<file path="config.mk">
export PLATFORM = sky130hd
export DESIGN_NAME = integer_pid_anti_windup_unit
export DESIGN_NICKNAME = d
export VERILOG_FILES = /design/src/hw/rtl/pidw_pkg.sv /design/src/hw/rtl/pidw_cfg.sv /design/src/hw/rtl/pidw_terms.sv /design/src/hw/rtl/pidw_integ.sv /design/src/hw/rtl/integer_pid_anti_windup_unit.sv
export SDC_FILE = /design/constraint.sdc
export NUM_CORES = 2
export LEC_CHECK = 0
export BUFFER_PORTS_ARGS = -buffer_cell sky130_fd_sc_hd__buf_2
export CORE_MARGIN = 5
export CORE_UTILIZATION = 53
export DETAILED_ROUTE_END_ITERATION = 12
export HOLD_SLACK_MARGIN = 0.1
export PLACE_DENSITY = 0.82
export REMOVE_ABC_BUFFERS = 1
export SYNTH_ARGS = -nofsm -noshare
export SYNTH_HDL_FRONTEND = slang
export SYNTH_SLANG_ARGS = --single-unit
</file>
<file path="constraint.sdc">
create_clock -name clk -period 8.44 [get_ports clk]
set_clock_uncertainty 0.05 [all_clocks]
set_input_delay 1.266 -clock clk [delete_from_list [all_inputs] [get_ports clk]]
set_output_delay 1.266 -clock clk [all_outputs]
set_load 0.02 [all_outputs]
</file>
<file path="src/hw/rtl/pidw_pkg.sv">
`timescale 1ns / 1ps

package pidw_pkg;

  // field and register widths
  localparam int DATA_W      = 16;
  localparam int REG_W       = 16;
  localparam int DRIVE_W     = 32;
  localparam int INT_SHIFT   = 7;
  localparam int PROP_SHIFT  = 4;
  localparam int DERIV_SHIFT = 1;

  // derived widths
  localparam int ERR_W       = DATA_W + 1;
  localparam int PROD_W      = REG_W + ERR_W;
  localparam int INTEG_W     = REG_W + INT_SHIFT + 1;
  localparam int ISUM_W      = PROD_W + 1;
  localparam int DSUM_W      = PROD_W + 2;
  localparam int CFG_IDX_W   = 3;
  localparam int IN_TDATA_W  = ((2 * DATA_W + 7) / 8) * 8;
  localparam int OUT_TDATA_W = ((DRIVE_W + 7) / 8) * 8;

  // rounding offsets for truncation toward zero
  localparam logic signed [PROD_W-1:0]  PROP_RND  = PROD_W'((2 ** PROP_SHIFT) - 1);
  localparam logic signed [PROD_W-1:0]  DERIV_RND = PROD_W'((2 ** DERIV_SHIFT) - 1);
  localparam logic signed [INTEG_W-1:0] INT_RND   = INTEG_W'((2 ** INT_SHIFT) - 1);

  // reset values of the limit registers
  localparam logic signed [REG_W-1:0] LOWER_RST = {1'b1, {(REG_W-1){1'b0}}};
  localparam logic signed [REG_W-1:0] UPPER_RST = {1'b0, {(REG_W-1){1'b1}}};

  typedef enum logic [CFG_IDX_W-1:0] {
    REG_KP    = 3'd0,
    REG_KI    = 3'd1,
    REG_KD    = 3'd2,
    REG_LOWER = 3'd3,
    REG_UPPER = 3'd4
  } cfg_reg_e;

  typedef struct packed {
    logic signed [REG_W-1:0] kp;
    logic signed [REG_W-1:0] ki;
    logic signed [REG_W-1:0] kd;
    logic signed [REG_W-1:0] lower_limit;
    logic signed [REG_W-1:0] upper_limit;
  } cfg_t;

  typedef struct packed {
    logic signed [PROD_W-1:0] p_prod;
    logic signed [PROD_W-1:0] i_prod;
    logic signed [PROD_W-1:0] d_prod;
  } terms_t;

  typedef struct packed {
    logic signed [PROD_W-1:0]  p_prod;
    logic signed [PROD_W-1:0]  d_prod;
    logic signed [INTEG_W-1:0] integ;
  } integ_t;

endpackage

</file>
<file path="src/hw/rtl/pidw_cfg.sv">
`timescale 1ns / 1ps

module pidw_cfg import pidw_pkg::*; (
  input  logic                 clk,
  input  logic                 rst,
  input  logic                 cfg_wen,
  input  logic [CFG_IDX_W-1:0] cfg_index,
  input  logic [REG_W-1:0]     cfg_wdata,
  output cfg_t                 cfg
);

  always_ff @(posedge clk) begin
    if (rst) begin
      cfg.kp          <= '0;
      cfg.ki          <= '0;
      cfg.kd          <= '0;
      cfg.lower_limit <= LOWER_RST;
      cfg.upper_limit <= UPPER_RST;
    end else if (cfg_wen) begin
      unique case (cfg_reg_e'(cfg_index))
        REG_KP:    cfg.kp          <= $signed(cfg_wdata);
        REG_KI:    cfg.ki          <= $signed(cfg_wdata);
        REG_KD:    cfg.kd          <= $signed(cfg_wdata);
        REG_LOWER: cfg.lower_limit <= $signed(cfg_wdata);
        REG_UPPER: cfg.upper_limit <= $signed(cfg_wdata);
        default: ;
      endcase
    end
  end

endmodule

</file>
<file path="src/hw/rtl/pidw_terms.sv">
`timescale 1ns / 1ps

module pidw_terms import pidw_pkg::*; (
  input  logic                     clk,
  input  logic                     rst,
  input  logic                     ld,
  input  logic signed [DATA_W-1:0] measured,
  input  logic signed [DATA_W-1:0] setpoint,
  input  cfg_t                     cfg,
  output terms_t                   terms
);

  logic signed [DATA_W-1:0] last_measured;
  logic signed [ERR_W-1:0]  err;
  logic signed [ERR_W-1:0]  der;

  // error on setpoint, derivative on measurement only
  always_comb begin
    err = ERR_W'(setpoint) - ERR_W'(measured);
    der = ERR_W'(last_measured) - ERR_W'(measured);
  end

  always_ff @(posedge clk) begin
    if (rst) begin
      last_measured <= '0;
    end else if (ld) begin
      last_measured <= measured;
    end
  end

  always_ff @(posedge clk) begin
    if (ld) begin
      terms.p_prod <= PROD_W'(cfg.kp) * PROD_W'(err);
      terms.i_prod <= PROD_W'(cfg.ki) * PROD_W'(err);
      terms.d_prod <= PROD_W'(cfg.kd) * PROD_W'(der);
    end
  end

endmodule

</file>
<file path="src/hw/rtl/pidw_integ.sv">
`timescale 1ns / 1ps

module pidw_integ import pidw_pkg::*; (
  input  logic   clk,
  input  logic   rst,
  input  logic   ld,
  input  terms_t terms,
  input  cfg_t   cfg,
  output integ_t integ_out
);

  logic signed [INTEG_W-1:0] integral;
  logic signed [INTEG_W-1:0] integral_next;
  logic signed [INTEG_W-1:0] hi;
  logic signed [INTEG_W-1:0] lo;
  logic signed [ISUM_W-1:0]  isum;

  // clamp with the upper bound tested first
  always_comb begin
    hi   = INTEG_W'(cfg.upper_limit) <<< INT_SHIFT;
    lo   = INTEG_W'(cfg.lower_limit) <<< INT_SHIFT;
    isum = ISUM_W'(integral) + ISUM_W'(terms.i_prod);
    if (isum > ISUM_W'(hi)) begin
      integral_next = hi;
    end else if (isum < ISUM_W'(lo)) begin
      integral_next = lo;
    end else begin
      integral_next = isum[INTEG_W-1:0];
    end
  end

  always_ff @(posedge clk) begin
    if (rst) begin
      integral <= '0;
    end else if (ld) begin
      integral <= integral_next;
    end
  end

  always_ff @(posedge clk) begin
    if (ld) begin
      integ_out.p_prod <= terms.p_prod;
      integ_out.d_prod <= terms.d_prod;
      integ_out.integ  <= integral_next;
    end
  end

  a_integ_hold: assert property (@(posedge clk) disable iff (rst)
    !ld |=> $stable(integral))
    else $error("integral changed without a request");

  a_integ_bounds: assert property (@(posedge clk) disable iff (rst)
    ld && (cfg.lower_limit <= cfg.upper_limit)
      |=> (integral <= $past(hi)) && (integral >= $past(lo)))
    else $error("integral outside its limits");

endmodule

</file>
<file path="src/hw/rtl/integer_pid_anti_windup_unit.sv">
`timescale 1ns / 1ps
// pipeline: the input register loads on the accepting edge, then the product,
//   integrator (combinational add and clamp) and output registers drive m_tvalid
// throughput: one request per cycle when m_tready does not stall the output
// reset: synchronous rst clears all stage valids, the stored measurement and
//   the integral, gains to zero and limits to the full 16-bit range

module integer_pid_anti_windup_unit import pidw_pkg::*; (
  input  logic                   clk,
  input  logic                   rst,
  // slave request channel
  input  logic                   s_tvalid,
  output logic                   s_tready,
  input  logic [IN_TDATA_W-1:0]  s_tdata,   // measured [15:0], setpoint [31:16]
  // master result channel
  output logic                   m_tvalid,
  input  logic                   m_tready,
  output logic [OUT_TDATA_W-1:0] m_tdata,   // drive [31:0]
  // register write port
  input  logic                   cfg_wen,
  input  logic [CFG_IDX_W-1:0]   cfg_index,
  input  logic [REG_W-1:0]       cfg_wdata
);

  cfg_t   cfg;
  terms_t terms;
  integ_t integ_q;

  // stage valids: input reg, products, integrator, output reg
  logic in_valid;
  logic prod_valid;
  logic integ_valid;
  logic out_valid;

  // per-stage ready chain so bubbles are squeezed out under backpressure
  logic out_rdy;
  logic integ_rdy;
  logic prod_rdy;
  logic in_rdy;
  logic prod_ld;
  logic integ_ld;
  logic out_ld;

  logic signed [DATA_W-1:0] measured;
  logic signed [DATA_W-1:0] setpoint;

  // output stage arithmetic
  logic signed [PROD_W-1:0]  p_adj;
  logic signed [PROD_W-1:0]  d_adj;
  logic signed [INTEG_W-1:0] i_adj;
  logic signed [PROD_W-1:0]  p_div;
  logic signed [PROD_W-1:0]  d_div;
  logic signed [INTEG_W-1:0] i_div;
  logic signed [DSUM_W-1:0]  drive_sum;

  always_comb begin
    out_rdy   = !out_valid || m_tready;
    integ_rdy = !integ_valid || out_rdy;
    prod_rdy  = !prod_valid || integ_rdy;
    in_rdy    = !in_valid || prod_rdy;
    prod_ld   = in_valid && prod_rdy;
    integ_ld  = prod_valid && integ_rdy;
    out_ld    = integ_valid && out_rdy;
  end

  assign s_tready = in_rdy;
  assign m_tvalid = out_valid;

  always_ff @(posedge clk) begin
    if (rst) begin
      in_valid    <= 1'b0;
      prod_valid  <= 1'b0;
      integ_valid <= 1'b0;
      out_valid   <= 1'b0;
    end else begin
      if (in_rdy) begin
        in_valid <= s_tvalid;
      end
      if (prod_rdy) begin
        prod_valid <= in_valid;
      end
      if (integ_rdy) begin
        integ_valid <= prod_valid;
      end
      if (out_rdy) begin
        out_valid <= integ_valid;
      end
    end
  end

  // input register
  always_ff @(posedge clk) begin
    if (s_tvalid && in_rdy) begin
      measured <= $signed(s_tdata[DATA_W-1:0]);
      setpoint <= $signed(s_tdata[2*DATA_W-1:DATA_W]);
    end
  end

  pidw_cfg u_cfg (
    .clk       (clk),
    .rst       (rst),
    .cfg_wen   (cfg_wen),
    .cfg_index (cfg_index),
    .cfg_wdata (cfg_wdata),
    .cfg       (cfg)
  );

  // error, derivative and the three gain products
  pidw_terms u_terms (
    .clk      (clk),
    .rst      (rst),
    .ld       (prod_ld),
    .measured (measured),
    .setpoint (setpoint),
    .cfg      (cfg),
    .terms    (terms)
  );

  // integral accumulate and anti-windup clamp
  pidw_integ u_integ (
    .clk       (clk),
    .rst       (rst),
    .ld        (integ_ld),
    .terms     (terms),
    .cfg       (cfg),
    .integ_out (integ_q)
  );

  // scale each term with truncation toward zero: bias negatives, then shift
  always_comb begin
    p_adj = integ_q.p_prod[PROD_W-1] ? integ_q.p_prod + PROP_RND : integ_q.p_prod;
    d_adj = integ_q.d_prod[PROD_W-1] ? integ_q.d_prod + DERIV_RND : integ_q.d_prod;
    i_adj = integ_q.integ[INTEG_W-1] ? integ_q.integ + INT_RND : integ_q.integ;
    p_div = p_adj >>> PROP_SHIFT;
    d_div = d_adj >>> DERIV_SHIFT;
    i_div = i_adj >>> INT_SHIFT;
    drive_sum = DSUM_W'(p_div) + DSUM_W'(i_div) + DSUM_W'(d_div);
  end

  // result register, drive wraps to its low bits
  always_ff @(posedge clk) begin
    if (out_ld) begin
      m_tdata <= OUT_TDATA_W'(drive_sum[DRIVE_W-1:0]);
    end
  end

  a_empty_ready: assert property (@(posedge clk) disable iff (rst)
    !m_tvalid |-> s_tready)
    else $error("pipeline blocked with an empty output register");

  a_accept_fill: assert property (@(posedge clk) disable iff (rst)
    s_tvalid && s_tready |=> in_valid)
    else $error("accepted request lost at the input register");

  a_out_fill: assert property (@(posedge clk) disable iff (rst)
    integ_valid && !m_tvalid |=> m_tvalid)
    else $error("integrator result did not reach the output register");

  a_out_drain: assert property (@(posedge clk) disable iff (rst)
    m_tvalid && m_tready && !integ_valid |=> !m_tvalid)
    else $error("result repeated after it was taken");

endmodule

</file>
# [After elaboration in Yosys (flattened, before gate mapping)]
# Cells that the tools add are included.
[word_totals] ff_bits=377 inputBits=56 output_inout_bits=34 elab_cells=60
[op_classes] add_sub_neg=8 multipliers=3 order_cmp=2 n_eq_ne=4 mux=5 n_reduce_logical=18
[op_table] operator="multiplier 16 x 17 -> 33 bit" count=3
[op_table] operator="two-way mux 24 bit" count=3
[op_table] operator="two-way mux 33 bit" count=2
[op_table] operator="adder 24 x 33 -> 34 bit" count=1
[op_table] operator="greater-than comparator 34 x 23 -> 1 bit" count=1
[op_table] operator="< comparator 34 x 23 -> 1 bit" count=1
[op_table] operator="subtractor 16 x 16 -> 17 bit" count=2
[op_table] operator="adder 33 x 2 -> 33 bit, second input constant" count=1
[op_table] operator="adder 33 x 5 -> 33 bit, second input constant" count=1
[op_table] operator="adder 30 x 32 -> 32 bit" count=1
[op_table] operator="adder 29 x 17 -> 30 bit" count=1
[op_table] operator="adder 24 x 8 -> 24 bit, second input constant" count=1
[op_table] operator="AND reduction 2 bit" count=5
[op_table] operator="== test 3 x 2 -> 1 bit, second input constant" count=2
[op_table] operator="logical AND 1 bit" count=4
[op_table] operator="logical NOT 1 bit" count=4
[op_table] operator="logical OR 1 bit" count=4
[op_table] operator="== test 3 x 1 -> 1 bit, second input constant" count=1
[op_table] operator="== test 3 bit, second input constant" count=1
[op_table] operator="logical NOT 3 bit" count=1

# [Logic depth before layout (Yosys ltp)]
[depth] depth_word=6 depth_mapped=35 mapped_depth_nobuf=33

# [By module]
# From an unflattened synthesis, not the netlist that was laid out.
[unflattened] hier_cells=5471 area_unflattened_um2=52830.7
[by_module_without_submodules] mod="pidw_terms" instances=1 cells_per_inst=3860 area_each_um2=36427.4 seq_area_each_um2=3293.2
[by_module_without_submodules] mod="pidw_integ" instances=1 cells_per_inst=703 area_each_um2=7358.3 seq_area_each_um2=3183.1
[by_module_without_submodules] mod="integer_pid_anti_windup_unit" instances=1 cells_per_inst=608 area_each_um2=5825.6 seq_area_each_um2=2001.9
[by_module_without_submodules] mod="pidw_cfg" instances=1 cells_per_inst=300 area_each_um2=3219.3 seq_area_each_um2=1601.5

# [Worst setup path after synthesis]
# Ideal clock, no wire load.
[synth_path] kind="reg2reg" from="register measured[0]" to="register, netlist name u_terms.terms[64]" setup_time_ns=0.258 arrival_time_ns=7.883 required_ns=8.132 setup_slack_ns=0.249 stages_incl_launch_ff=32 n_path_buf=1 period_less_slack_ns=8.191 cell_sequence="edfxtp_1 ha_1 fa_1 nor2b_1 o21ai_0 a21boi_0 o21ai_0 a211oi_1 nor3_1 o31ai_1 xor2_1 clkbuf_1 nand2_1 fa_1 inv_1 fa_1 fa_1 fa_1 fa_1 inv_1 fa_1 inv_1 ha_1 a21o_1 a21o_1 a21o_1 a221o_1 a21oi_1 o21ai_0 a211o_1 a21oi_1 xnor2_1"
[synth_via] elab_chain_cells=2
[synth_rtl] item="from (decl)" line="integer_pid_anti_windup_unit.sv:44" text="logic signed [DATA_W-1:0] measured;"
[synth_rtl] item="from (signal assigned)" line="integer_pid_anti_windup_unit.sv:94" text="measured <= $signed(s_tdata[DATA_W-1:0]);"
[synth_rtl] item="subtractor 16 x 16 -> 17 bit" line="pidw_terms.sv:19" text="err = ERR_W'(setpoint) - ERR_W'(measured);"
[synth_rtl] item="multiplier 16 x 17 -> 33 bit" line="pidw_terms.sv:34" text="terms.i_prod <= PROD_W'(cfg.ki) * PROD_W'(err);"
# Every way passes these cells.
# A chain may end at the register's enable or synchronous reset.

# [Final worst setup path]
[layout_path] from="register measured[1]" to="register, netlist name u_terms.terms[32]"
[layout_via] elab_chain_cells=2
[layout_rtl] item="subtractor 16 x 16 -> 17 bit" line="pidw_terms.sv:20" text="der = ERR_W'(last_measured) - ERR_W'(measured);"
[layout_rtl] item="multiplier 16 x 17 -> 33 bit" line="pidw_terms.sv:35" text="terms.d_prod <= PROD_W'(cfg.kd) * PROD_W'(der);"
# Every way passes these cells.

==> out/results.txt <==
Mean Syn Cell Area -> 9.25 sq um
cell taking the most area after synthesis -> fa_1
reg-to-reg endpoint -> u_terms.terms[32]
Reg2Reg Depth -> 30
FP Rows -> 116
Final period util -> 98.8%
RR Startpoint -> measured[1]
vias in the first global route -> 43500
Reg clk slew, reported paths -> 0.06 ns
leak pwr -> 27.7 nW
Top FF cell, synth -> edfxtp_1
Clock Path Buffers -> 3
flop-to-flop setup slack -> 0.10 ns
Place WS -> -0.415 ns
Multi-input gate area -> 39200 sq um
crit path launch -> measured[1]
post-synthesis sequential area ratio -> 18.8%
initial antenna violation count -> 9
dpl hpwl -> 109000 um
Arrival @ worst endpoint -> 8.71 ns
area grow syn2layout -> 9.21%
fmax -> 120 MHz
met3 wire length -> 14300 um
drt first pass iters -> 6
largest fanout on the critical path -> 5
DRC Markers -> 0
Seq cells post-synth -> 377
DP Area -> 56300 sq um
pwr/cell area -> 125 nW/um^2
routed via count -> 41900
worst slew pin tran -> 1.23 ns
Filler cells -> 8058
Reg area -> 10100 sq um
top cell type's share of synthesized area -> 32.2%
minimum clock period -> 8.34 ns
Finished Core Util -> 58.4%
unique cell type count in the Yosys netlist -> 75
Iter 0 DRT Violations -> 3981
Post-synth EDFFs -> 253
Async SR Flop Fraction -> 0%
H-tree depth -> 2
Starting Density -> 53.5%
TritonCTS clock tree -> yes
RSZ-0062 raised after global routing -> yes
core area -> 100000 sq um
synth top area cells -> fa_1 32%, edfxtp_1 14%, ha_1 9.4%, inv_1 7.5%, nand2_1 4.8%
non-filler cells, final -> 7234
IO Pins -> 90
met2 routed WL -> 65000 um
fin area -> 58600 sq um
maximum vdd ir drop -> 0.000133 V
largest net degree at the start of global routing -> 92
hold_sp -> u_terms.terms[5]
GRT Total Usage -> 25.9%
# setup viols final -> 0
Max Used Layer -> met5
Max Cap Viol -> 0
worst hold-check path type -> flip-flop to flip-flop
later-pin clock latency in the skew report -> 0.62 ns
critical path class -> flip-flop to flip-flop
routability cong. -> 0.938
crit path capture -> u_terms.terms[32]
total CTS buffers -> 44
Routed WL per cell -> 19.4 um
share of layout cells above drive strength 1 -> 8.70%
Hold Fails Final Rpt -> 0
IO buf count -> 89
total grt overflow -> 0
CP Launch Type -> flip-flop
synthesized instance count -> 5797
Die ar. -> 108000 sq um
Yosys Warn Count -> 0
Critical-path top delay cell -> fa_2
Die Wd -> 328 um
first-pass GRT wire length -> 226000 um
Clock Sinks -> 377
Routed WL -> 141000 um
DP Cell Count -> 7128
Worst setup EP type -> flip-flop
M1 wire length -> 54500 um
Slew headroom -> 17.6%
WP data required -> 8.82 ns
Worst Slack Setup Final -> 0.105 ns
via density per instance -> 5.79
clk root buf -> clkbuf_16
outcome -> complete, no violations
cts hold-fix bufs -> 0
height of the die -> 328 um
remaining antenna violation count -> 0
post-synthesis instance area -> 53600 sq um
nets -> 7155
Pins Over Slew Limit -> 0
Critical Path Max Stage Delay -> 0.57 ns
flip-flops by register name, summed over array words and instances (netlist names), 16 cells and up:
| signal | count |
|---|---|
| u_terms.terms | 99 |
| u_integ.integ_out | 90 |
| u_integ.integral | 24 |
| measured | 16 |
| u_cfg.cfg | 80 |
| m_tdata | 32 |
| u_terms.last_measured | 16 |
| setpoint | 16 |
timing repair:
action / 4_1_cts / 5_1_grt
pin swaps: 6 / 59
setup endpoints to repair: 19 / 35
setup buffers: 2 / 15
gates cloned: 0 / 2
resized for setup: 20 / 117
worst min-delay path by stage:
stage / endpoint / slack (ns) / cells after the start
finish: u_integ.integ_out[29] / 0.36 / 0
global placement: u_integ.integ_out[62] / 0.35 / 0
detailed placement: u_integ.integ_out[35] / 0.35 / 0
floorplan: u_integ.integ_out[24] / 0.35 / 0
global route: u_integ.integ_out[48] / 0.38 / 0
CTS: u_integ.integ_out[34] / 0.37 / 0
cells by family (layout without fill, tap and decap cells):
kind of cell,after synthesis,in the layout,synth area share (%)
and+or+nand+nor,1753,1753,16.0
adders and majority gates,1264,1264,41.6
muxes,22,22,0.443
other,0,6,0
buffers and inverters,1354,1427,9.52
xor gates and xnor gates,251,252,4.10
AOI/OAI and AO/OA,776,776,9.54
DFF,377,377,18.8
worst max-delay path, delay by kind of cell (launching register included):
| kind | cells | cell delay, ns |
|---|---|---|
| compound gates | 13 | 2.67 |
| fa+ha+maj | 8 | 3.62 |
| buf+inv | 5 | 0.39 |
| flops | 1 | 0.44 |
| simple gates | 4 | 0.98 |
power by group:
group | internal [mW] | total, mW | switching, mW
Combinational | 1.18 | 3.10 | 1.92
Clock | 1.13 | 1.99 | 0.858
Sequential | 2.15 | 2.25 | 0.101
per-stage QoR:
| step | TNS, ns | hold WS (ns) | power (mW) |
|---|---|---|---|
| 2_1_floorplan | -27.09 | 0.350 | 4.06 |
| 3_3_place_gp | -0.594 | 0.351 | 5.07 |
| 3_5_place_dp | -3.22 | 0.355 | 5.18 |
| 4_1_cts | 0 | 0.365 | 7.19 |
| 5_1_grt | -0.815 | 0.380 | 7.73 |
| 6_report | 0 | 0.364 | 7.34 |
placed cells by master (no fill, tap or decap), types with 14 or more instances in the layout:
cell type,count
inv_1,1061
fa_1,846
nand2_1,689
ha_1,382
and2_1,289
edfxtp_1,253
a21oi_1,225
nand3_1,166
buf_4,165
xnor2_1,160
nor2_1,157
dfxtp_1,124
nor2b_1,105
and3_1,96
o21ai_0,93
buf_2,88
nand2b_1,77
xor2_1,77
a21o_1,72
a211oi_1,51
o211ai_1,50
clkbuf_16,46
nor3_1,44
nand4_1,37
o21a_1,31
a31oi_1,24
o221ai_1,21
o21bai_1,20
nor4_1,18
or3_1,17
fa_2,17
o311ai_0,16
a21oi_2,16
buf_12,15
o22ai_1,14
o21ai_1,14
cells in the mapped netlist (37+ instances only):
| master | instances |
|---|---|
| a211oi_1 | 56 |
| and3_1 | 99 |
| dfxtp_1 | 124 |
| nand2b_1 | 77 |
| a21o_1 | 72 |
| fa_1 | 863 |
| nand4_1 | 37 |
| o21ai_0 | 103 |
| inv_1 | 1066 |
| nor2b_1 | 107 |
| ha_1 | 401 |
| clkbuf_1 | 262 |
| nand2_1 | 689 |
| nor3_1 | 51 |
| edfxtp_1 | 253 |
| and2_1 | 290 |
| xnor2_1 | 171 |
| o211ai_1 | 50 |
| nor2_1 | 162 |
| xor2_1 | 80 |
| nand3_1 | 168 |
| a21oi_1 | 242 |
per-layer routing:
layer  vias to the layer above  track usage (%)
li1                      18600                -
met1                     20500             34.1
met2                      2200             42.1
met3                       491             5.39
met4                         8             10.4
met5                         -                0
final cells by class:
class                      instances  share of cell area, %
inverter                        1067                   6.84
antenna                            6                 0.0256
clock buffer                      49                   1.96
sequential                       377                   17.2
timing repair buffer             278                   3.60
clock inverter                    33                  0.607
multi-input combinational       4067                   66.9
tap                             1357                   2.90
(Power assumes the default switching activity.)
